`src/qph_pkg.sv`:
```
// Shared constants for the quadratic probe hash table: field widths, opcodes, status codes.
package qph_pkg;

   localparam int KEY_W     = 31;
   localparam int STATUS_W  = 2;
   localparam int SLOT_W    = 4;
   localparam int REQ_DATA_W = 32;
   localparam int RSP_DATA_W = 8;

   typedef logic [KEY_W-1:0]    key_type;
   typedef logic [STATUS_W-1:0] status_type;
   typedef logic [SLOT_W-1:0]   slot_type;

   localparam logic OP_INSERT = 1'b0;
   localparam logic OP_SEARCH = 1'b1;

   localparam status_type STAT_INSERTED = 2'd0;
   localparam status_type STAT_FULL     = 2'd1;
   localparam status_type STAT_FOUND    = 2'd2;
   localparam status_type STAT_MISSING  = 2'd3;

endpackage

```
`src/quadratic_probe_hash_table_core.sv`:
```
// Open-addressing hash table with quadratic probing, insert and search, one slot probe a cycle.
// Flow: a power-of-two size goes from IDLE straight to PROBE, then FIN; any other size first
//   passes HASH and REDUCE for the reciprocal-multiply key mod TABLE_SIZE reduction. A request
//   with no hit in TABLE_SIZE probes ends as full (insert) or missing (search).
// Throughput: one request at a time; the next is taken the cycle after the result is latched.
// Reset: synchronous; the block then sweeps every slot of the RAM to empty, req_tready low.
module quadratic_probe_hash_table_core
   import qph_pkg::*;
#(
   parameter int TABLE_SIZE = 16
) (
   input  logic                  clock,
   input  logic                  reset,
   input  logic                  req_tvalid,
   output logic                  req_tready,
   input  logic [REQ_DATA_W-1:0] req_tdata,   // [30:0] key, [31] zero pad
   input  logic                  req_tuser,   // [0] opcode
   output logic                  rsp_tvalid,
   input  logic                  rsp_tready,
   output logic [RSP_DATA_W-1:0] rsp_tdata,   // [3:0] slot, [7:4] zero pad
   output logic [STATUS_W-1:0]   rsp_tuser    // [1:0] status
);

   localparam int IDX_W    = (TABLE_SIZE > 1) ? $clog2(TABLE_SIZE) : 1;
   localparam int CNT_W    = $clog2(TABLE_SIZE + 1);
   localparam bit POW2     = (TABLE_SIZE & (TABLE_SIZE - 1)) == 0;
   localparam int PROD_W   = KEY_W + 32;
   localparam int RECIP_SH = KEY_W + IDX_W;

   localparam logic [IDX_W:0]    NUM_EXT  = (IDX_W+1)'(TABLE_SIZE);
   localparam logic [CNT_W-1:0]  NUM_CNT  = CNT_W'(TABLE_SIZE);
   localparam logic [IDX_W-1:0]  LAST_IDX = IDX_W'(TABLE_SIZE - 1);
   localparam key_type           NUM_KEY  = KEY_W'(TABLE_SIZE);

   // Rounded-up reciprocal: exact quotient for every 31-bit key
   localparam logic [63:0] RECIP_WIDE =
      ((64'd1 << RECIP_SH) + 64'(TABLE_SIZE) - 64'd1) / 64'(TABLE_SIZE);
   localparam logic [31:0] RECIP = RECIP_WIDE[31:0];

   // Sequencer codes
   localparam logic [2:0] ST_CLEAR  = 3'd0;
   localparam logic [2:0] ST_IDLE   = 3'd1;
   localparam logic [2:0] ST_HASH   = 3'd2;
   localparam logic [2:0] ST_PROBE  = 3'd3;
   localparam logic [2:0] ST_FIN    = 3'd4;
   localparam logic [2:0] ST_REDUCE = 3'd5;

   // Slot RAM: used flag on top of the stored key
   logic [KEY_W:0] slot_mem [TABLE_SIZE];

   logic [2:0]        state_ff,   state_in;
   logic [IDX_W-1:0]  clr_ff,     clr_in;
   logic              op_ff,      op_in;
   key_type           key_ff,     key_in;
   key_type           quot_ff,    quot_in;
   logic [IDX_W-1:0]  pos_ff,     pos_in;
   logic [IDX_W-1:0]  d_ff,       d_in;
   logic [CNT_W-1:0]  cnt_ff,     cnt_in;
   logic              rd_vld_ff,  rd_vld_in;
   logic [IDX_W-1:0]  rd_pos_ff,  rd_pos_in;
   logic [KEY_W:0]    rd_data_ff;
   status_type        res_status_ff, res_status_in;
   logic [IDX_W-1:0]  res_slot_ff,   res_slot_in;
   logic              rsp_valid_ff,  rsp_valid_in;
   status_type        rsp_status_ff, rsp_status_in;
   slot_type          rsp_slot_ff,   rsp_slot_in;

   logic              mem_we;
   logic [IDX_W-1:0]  mem_wa;
   logic [KEY_W:0]    mem_wd;
   logic              rd_en;

   logic [PROD_W-1:0] recip_prod;
   key_type           key_rem;
   logic [IDX_W:0]    pos_sum;
   logic [IDX_W:0]    pos_adv;
   logic [IDX_W:0]    d_sum;
   logic [IDX_W:0]    d_adv;
   logic              slot_used;
   logic              key_match;

   // Home slot for a size that is not a power of two: quotient by reciprocal multiply in HASH,
   // remainder by multiply-back and subtract in REDUCE after it. The probe step
   // (home + i*i) mod N is kept as running sums with one compare-subtract per sum.
   assign recip_prod = PROD_W'(key_ff) * PROD_W'(RECIP);
   assign key_rem    = key_ff - quot_ff * NUM_KEY;
   assign pos_sum    = {1'b0, pos_ff} + {1'b0, d_ff};
   assign pos_adv    = (pos_sum >= NUM_EXT) ? pos_sum - NUM_EXT : pos_sum;
   assign d_sum      = {1'b0, d_ff} + (IDX_W+1)'(2);
   assign d_adv      = (d_sum >= NUM_EXT) ? d_sum - NUM_EXT : d_sum;

   assign slot_used = rd_data_ff[KEY_W];
   assign key_match = rd_data_ff[KEY_W-1:0] == key_ff;

   always_comb begin
      state_in      = state_ff;
      clr_in        = clr_ff;
      op_in         = op_ff;
      key_in        = key_ff;
      quot_in       = quot_ff;
      pos_in        = pos_ff;
      d_in          = d_ff;
      cnt_in        = cnt_ff;
      rd_vld_in     = 1'b0;
      rd_pos_in     = rd_pos_ff;
      res_status_in = res_status_ff;
      res_slot_in   = res_slot_ff;
      rsp_valid_in  = rsp_valid_ff & ~rsp_tready;
      rsp_status_in = rsp_status_ff;
      rsp_slot_in   = rsp_slot_ff;
      mem_we        = 1'b0;
      mem_wa        = rd_pos_ff;
      mem_wd        = {1'b1, key_ff};
      rd_en         = 1'b0;

      case (state_ff)
         ST_CLEAR: begin
            // Sweep every slot to empty
            mem_we = 1'b1;
            mem_wa = clr_ff;
            mem_wd = '0;
            clr_in = clr_ff + 1'b1;
            if (clr_ff == LAST_IDX) begin
               state_in = ST_IDLE;
            end
         end
         ST_IDLE: begin
            if (req_tvalid) begin
               op_in    = req_tuser;
               key_in   = req_tdata[KEY_W-1:0];
               pos_in   = req_tdata[IDX_W-1:0];
               d_in     = IDX_W'(1);
               cnt_in   = '0;
               state_in = POW2 ? ST_PROBE : ST_HASH;
            end
         end
         ST_HASH: begin
            // Quotient of the key by the table size
            quot_in  = KEY_W'(recip_prod >> RECIP_SH);
            state_in = ST_REDUCE;
         end
         ST_REDUCE: begin
            // Remainder is the home slot
            pos_in   = key_rem[IDX_W-1:0];
            state_in = ST_PROBE;
         end
         ST_PROBE: begin
            // Check the slot read last cycle while the next read goes out
            if (rd_vld_ff && !slot_used) begin
               if (op_ff == OP_INSERT) begin
                  mem_we        = 1'b1;
                  res_status_in = STAT_INSERTED;
                  res_slot_in   = rd_pos_ff;
               end else begin
                  res_status_in = STAT_MISSING;
                  res_slot_in   = '0;
               end
               state_in = ST_FIN;
            end else if (rd_vld_ff && op_ff == OP_SEARCH && key_match) begin
               res_status_in = STAT_FOUND;
               res_slot_in   = rd_pos_ff;
               state_in      = ST_FIN;
            end else if (cnt_ff != NUM_CNT) begin
               rd_en     = 1'b1;
               rd_vld_in = 1'b1;
               rd_pos_in = pos_ff;
               pos_in    = pos_adv[IDX_W-1:0];
               d_in      = d_adv[IDX_W-1:0];
               cnt_in    = cnt_ff + 1'b1;
            end else if (!rd_vld_ff) begin
               // All probes used without a hit
               res_status_in = (op_ff == OP_INSERT) ? STAT_FULL : STAT_MISSING;
               res_slot_in   = '0;
               state_in      = ST_FIN;
            end
         end
         ST_FIN: begin
            // Hand the result to the output register once it is free
            if (!rsp_valid_ff || rsp_tready) begin
               rsp_valid_in  = 1'b1;
               rsp_status_in = res_status_ff;
               rsp_slot_in   = SLOT_W'(res_slot_ff);
               state_in      = ST_IDLE;
            end
         end
         default: begin
            state_in = ST_IDLE;
         end
      endcase
   end

   always_ff @(posedge clock) begin
      if (reset) begin
         state_ff     <= ST_CLEAR;
         clr_ff       <= '0;
         cnt_ff       <= '0;
         rd_vld_ff    <= 1'b0;
         rsp_valid_ff <= 1'b0;
      end else begin
         state_ff     <= state_in;
         clr_ff       <= clr_in;
         cnt_ff       <= cnt_in;
         rd_vld_ff    <= rd_vld_in;
         rsp_valid_ff <= rsp_valid_in;
      end
   end

   always_ff @(posedge clock) begin
      op_ff         <= op_in;
      key_ff        <= key_in;
      quot_ff       <= quot_in;
      pos_ff        <= pos_in;
      d_ff          <= d_in;
      rd_pos_ff     <= rd_pos_in;
      res_status_ff <= res_status_in;
      res_slot_ff   <= res_slot_in;
      rsp_status_ff <= rsp_status_in;
      rsp_slot_ff   <= rsp_slot_in;
   end

   // Slot RAM: one write port, one registered read port
   always_ff @(posedge clock) begin
      if (mem_we) begin
         slot_mem[mem_wa] <= mem_wd;
      end
   end

   always_ff @(posedge clock) begin
      if (rd_en) begin
         rd_data_ff <= slot_mem[pos_ff];
      end
   end

   assign req_tready = (state_ff == ST_IDLE);
   assign rsp_tvalid = rsp_valid_ff;
   assign rsp_tdata  = {(RSP_DATA_W-SLOT_W)'(0), rsp_slot_ff};
   assign rsp_tuser  = rsp_status_ff;

   // A taken request always starts work
   a_req_starts: assert property (@(posedge clock) disable iff (reset)
      req_tvalid && req_tready |=> state_ff != ST_IDLE)
      else $error("accepted request did not leave idle");

   // A slot read in flight means at least one probe was issued
   a_rd_has_probe: assert property (@(posedge clock) disable iff (reset)
      rd_vld_ff |-> cnt_ff != '0)
      else $error("read valid without an issued probe");

   // Probe position and step stay reduced below the table size
   a_pos_range: assert property (@(posedge clock) disable iff (reset)
      state_ff == ST_PROBE |-> {1'b0, pos_ff} < NUM_EXT && {1'b0, d_ff} < NUM_EXT)
      else $error("probe position or step out of range");

   // Full and missing results carry slot zero
   a_miss_slot_zero: assert property (@(posedge clock) disable iff (reset)
      state_ff == ST_FIN && (res_status_ff == STAT_FULL || res_status_ff == STAT_MISSING)
      |-> res_slot_ff == '0)
      else $error("miss result with nonzero slot");

endmodule

```
`config.mk`:
```
export PLATFORM = sky130hd
export DESIGN_NAME = quadratic_probe_hash_table_core
export DESIGN_NICKNAME = d
export VERILOG_FILES = /design/src/qph_pkg.sv /design/src/quadratic_probe_hash_table_core.sv
export SDC_FILE = /design/constraint.sdc
export NUM_CORES = 1
export LEC_CHECK = 0
export BUFFER_PORTS_ARGS = -buffer_cell sky130_fd_sc_hd__buf_2
export CORE_MARGIN = 1.5
export CORE_UTILIZATION = 55
export DETAILED_ROUTE_END_ITERATION = 10
export GPL_ROUTABILITY_DRIVEN = 0
export HOLD_SLACK_MARGIN = 0.12
export PLACE_DENSITY = 0.74
export SYNTH_ARGS = -nofsm -noshare
export SYNTH_HDL_FRONTEND = slang
export SYNTH_SLANG_ARGS = --single-unit
```
`constraint.sdc`:
```
create_clock -name clock -period 4 [get_ports clock]
set_input_delay 0.6 -clock clock [delete_from_list [all_inputs] [get_ports clock]]
set_output_delay 0.6 -clock clock [all_outputs]
set_load 0.02 [all_outputs]
```
==> impl_metrics.csv <==
group,metric,value,unit
clock_network,cts.sinks,613,
logic_synthesis,synth_flop_cell,"edfxtp_1",
clock_network,cts_tree,"done",
clock_network,htreeDepth,2,
logic_synthesis,syn_avg_cell_area,22.19,um^2
layout,layout.nets,1192,
global_route,antenna_found_initial,0,
clock_network,cts-root-buf,"clkbuf_16",
sta,clock_skew,21.86,ps
detailed_routing,routedWlPerCell,27.10,um
sta,setup_viol,0,
sta,slew_viol_final,0,
logic_synthesis,ys_ff_latch,613,
global_route,grt_use_total,22.02,%
pwr,p_leak,0.008556,uW
pwr,power_density,473.9,nW/um^2
floorplanning,io_pins,49,
sta,rsz0062_at_grt,"false",
sta,tightestPinTransition,1049,ps
global_route,grt_use_met2,36.08,%
global_route,grt_pass1_wl,69.70,mm
logic_synthesis,synth_top_area_share,76.33,%
sta,fin_crit,3218,ps
pwr,switchingPower,2432,uW
clock_network,clkLatencyLatePin,610,ps
worst_setup_path,worst_setup_path_end_kind,"flop",
sta,finalHoldViolations,0,
detailed_routing,viasPerCell,6.243,
pwr,swShare,19.31,%
detailed_routing,routed_wl,46.99,mm
detailed_routing,ant_nets,0,
layout,fill_cells,2696,
sta,finalCritPeriodShare,80.46,%
worst_hold_path,hold_class,"input port to flop",
global_route,grt_overflow,0,
logic_synthesis,ys_top_cells_by_area,"edfxtp_1 76%, mux4_2 15%, dfxtp_1 1.2%",
floorplanning,fp.dieW,210.0,um
worst_setup_path,cp_max_fo,23,
worst_setup_path,critPathKind,"flop to flop",
layout,diodes,0,
logic_synthesis,async_flop_share,0,%
detailed_routing,vias,10830,
placed_design,hpwl,25.53,mm
placed_design,io_buffers,43,
pwr,ir_worst_vdd,0.3713,mV
global_route,met1_usage,30.89,%
clock_network,clkSlewWorstSetupHoldPaths,60,ps
logic_synthesis,yosysWarnings,0,
placed_design,dp.cells,1628,
clock_network,numCtsBuffers,57,
sta,fin_setup_tns,0,ps
floorplanning,core,42130,um^2
sta,slew_headroom,29.71,%
layout,fin_util,63.07,%
floorplanning,initial_core_util,55.93,%
worst_setup_path,start_kind,"flop",
sta,fmax,0.3107,GHz
logic_synthesis,synth_top_cell_by_area,"edfxtp_1",
pwr,internal_power,10160,uW
global_route,met3_usage,3.650,%
logic_synthesis,synth_edf_count,599,
worst_setup_path,cp.required,4300,ps
pwr,comb_power_share,1.9,%
global_route,grt_pass1_vias,10980,
layout,fin_cells,1734,
floorplanning,fp-row-count,75,
clock_network,cts_resized,0,
detailed_routing,first_iter_violations,1295,
floorplanning,die_area,44090,um^2
logic_synthesis,syn_area,23560,um^2
pwr,p_seq_share,56.6,%
logic_synthesis,synth.most_common_cell,"edfxtp_1",
detailed_routing,post-route-drc-count,0,
logic_synthesis,seq_area_frac_synth,77.52,%
layout,multi_input_area,5172,um^2
layout,area_growth,12.78,%
logic_synthesis,synth_common_cells,"599 x edfxtp_1, 160 x mux4_2, 45 x nor2_1",
layout,drive_above_1_share,28.03,%
clock_network,cts_buffer_depth,3,
flow_run,max_cap_violations,0,
clock_network,cts_hold_buf,0,
layout,seqCellArea,18270,um^2
global_route,grt_most_used_layer,"met2",
detailed_routing,first_pass_iters,5,
logic_synthesis,ys_types,47,
pwr,pwr-share-clk,41.5,%
status,status,"finished, final reports clean",
clock_network,post_cts_buffers,0,
logic_synthesis,syn_inst,1062,
global_route,grt_start_max_net_pins,74,
floorplanning,die_h,210.0,um
worst_setup_path,cp_data_arrival_time,3510,ps
-- metal layers --
| metal | up-vias | wire [um] |
|---|---|---|
| met1 | 5708 | 18880 |
| met5 | - | 0 |
| li1 | 4594 | - |
| met3 | 79 | 3426 |
| met4 | 0 | 1257 |
| met2 | 444 | 23420 |
-- cell type report --
class | count | area share, %
flip-flops and latches | 613 | 68.74
multi-input cells | 390 | 19.46
clock buffers | 71 | 5.645
well taps | 539 | 2.538
repair buffers | 76 | 2.307
clock inverters | 35 | 1.163
inverters | 10 | 0.1412
-- power by group through the flow --
| stage | clock network (uW) | logic, uW | registers, uW |
|---|---|---|---|
| after global placement | 0 | 235 | 7250 |
| after floorplan | 0 | 127 | 7250 |
| final | 5230 | 238 | 7120 |
| after global routing | 5560 | 252 | 7130 |
| after detailed placement | 0 | 240 | 7260 |
| after CTS | 5320 | 241 | 7120 |
-- cells by family (layout without fill, tap and decap cells) --
group                    count (synthesis)  in the layout  share of synthesized area, %
adder cells (fa/ha/maj)                  7              7                        0.4035
AND/OR/NAND/NOR                        139            139                         3.048
multiplexers                           161            161                         15.33
buffers and inverters                   62            192                         1.110
other                                    1              4                       0.01591
flip-flops                             613            613                         77.52
XOR/XNOR                                38             38                         1.412
AO/OA/AOI/OAI                           41             41                         1.152
-- cells in the final DEF, fill, tap and decap left out, types with 2 or more instances in the layout --
master	Yosys	layout
a21oi_1	11	11
a31oi_1	6	6
and2_1	32	31
buf_12	0	12
buf_2	11	43
buf_4	4	21
bufinv_16	0	5
clkbuf_1	31	13
clkbuf_16	0	58
clkinv_1	1	18
clkinv_2	0	10
conb_1	1	4
dfxtp_1	14	14
edfxtp_1	599	599
ha_1	6	6
inv_1	7	7
inv_2	2	2
mux4_2	160	160
nand2_1	14	14
nand2b_1	2	2
nand3_1	6	6
nand4_1	3	3
nor2_1	45	29
nor2_4	0	16
nor2b_1	5	5
nor3_1	9	8
nor3b_1	2	2
nor4_1	8	8
o211ai_1	2	2
o21ai_0	4	4
o22ai_1	6	6
o32a_1	3	3
or3_1	8	8
xnor2_1	6	6
xor2_1	32	32
-- final timing paths --
kind / start / to / slack (ps) / cells after the start
worst min-delay path: req_tdata[12] / key_ff[12]$_DFFE_PP_ / 160 / 1
worst max register to register: state_ff[0]$_SDFFE_PP0P_ / slot_mem[12][25]$_DFFE_PP_ / 780 / 7
worst min register to register: res_status_ff[0]$_DFFE_PP_ / rsp_tuser[0]$_DFFE_PP_ / 410 / 0
worst max-delay path: state_ff[0]$_SDFFE_PP0P_ / slot_mem[12][25]$_DFFE_PP_ / 780 / 7
-- metrics by stage --
step | hold WS (ps) | power (uW) | setup WS [ps] | instance area, um^2
finish | 164.7 | 12590 | 781.5 | 26570
global route | 140.5 | 12940 | 600.2 | 26570
CTS | 136.3 | 12680 | 798.1 | 26570
detailed placement | 406.3 | 7499 | 821.1 | 24770
global placement | 406.4 | 7486 | 885.8 | 24770
floorplan | 400.3 | 7381 | 264.3 | 23580
-- critical path: stages, from the launching register on --
cell and delay (ps):
dfxtp_1 570, inv_2 100, or3_1 520, or3_1 480, nor2_1 180, a21oi_1 280, nor2_4 480, buf_12 280
-- flip-flops by register name, indices dropped and copies added, names as in the netlist --
register	flops
rd_data_ff	32
key_ff	31
res_status_ff	2
rsp_tuser	2
pos_ff	4
state_ff	3
rsp_tvalid	1
slot_mem	512
op_ff	1
rd_pos_ff	4
res_slot_ff	4
cnt_ff	5
clr_ff	4
rd_vld_ff	1
rsp_slot_ff	4
d_ff	3
No activity file was read; power rests on OpenSTA's default activity.
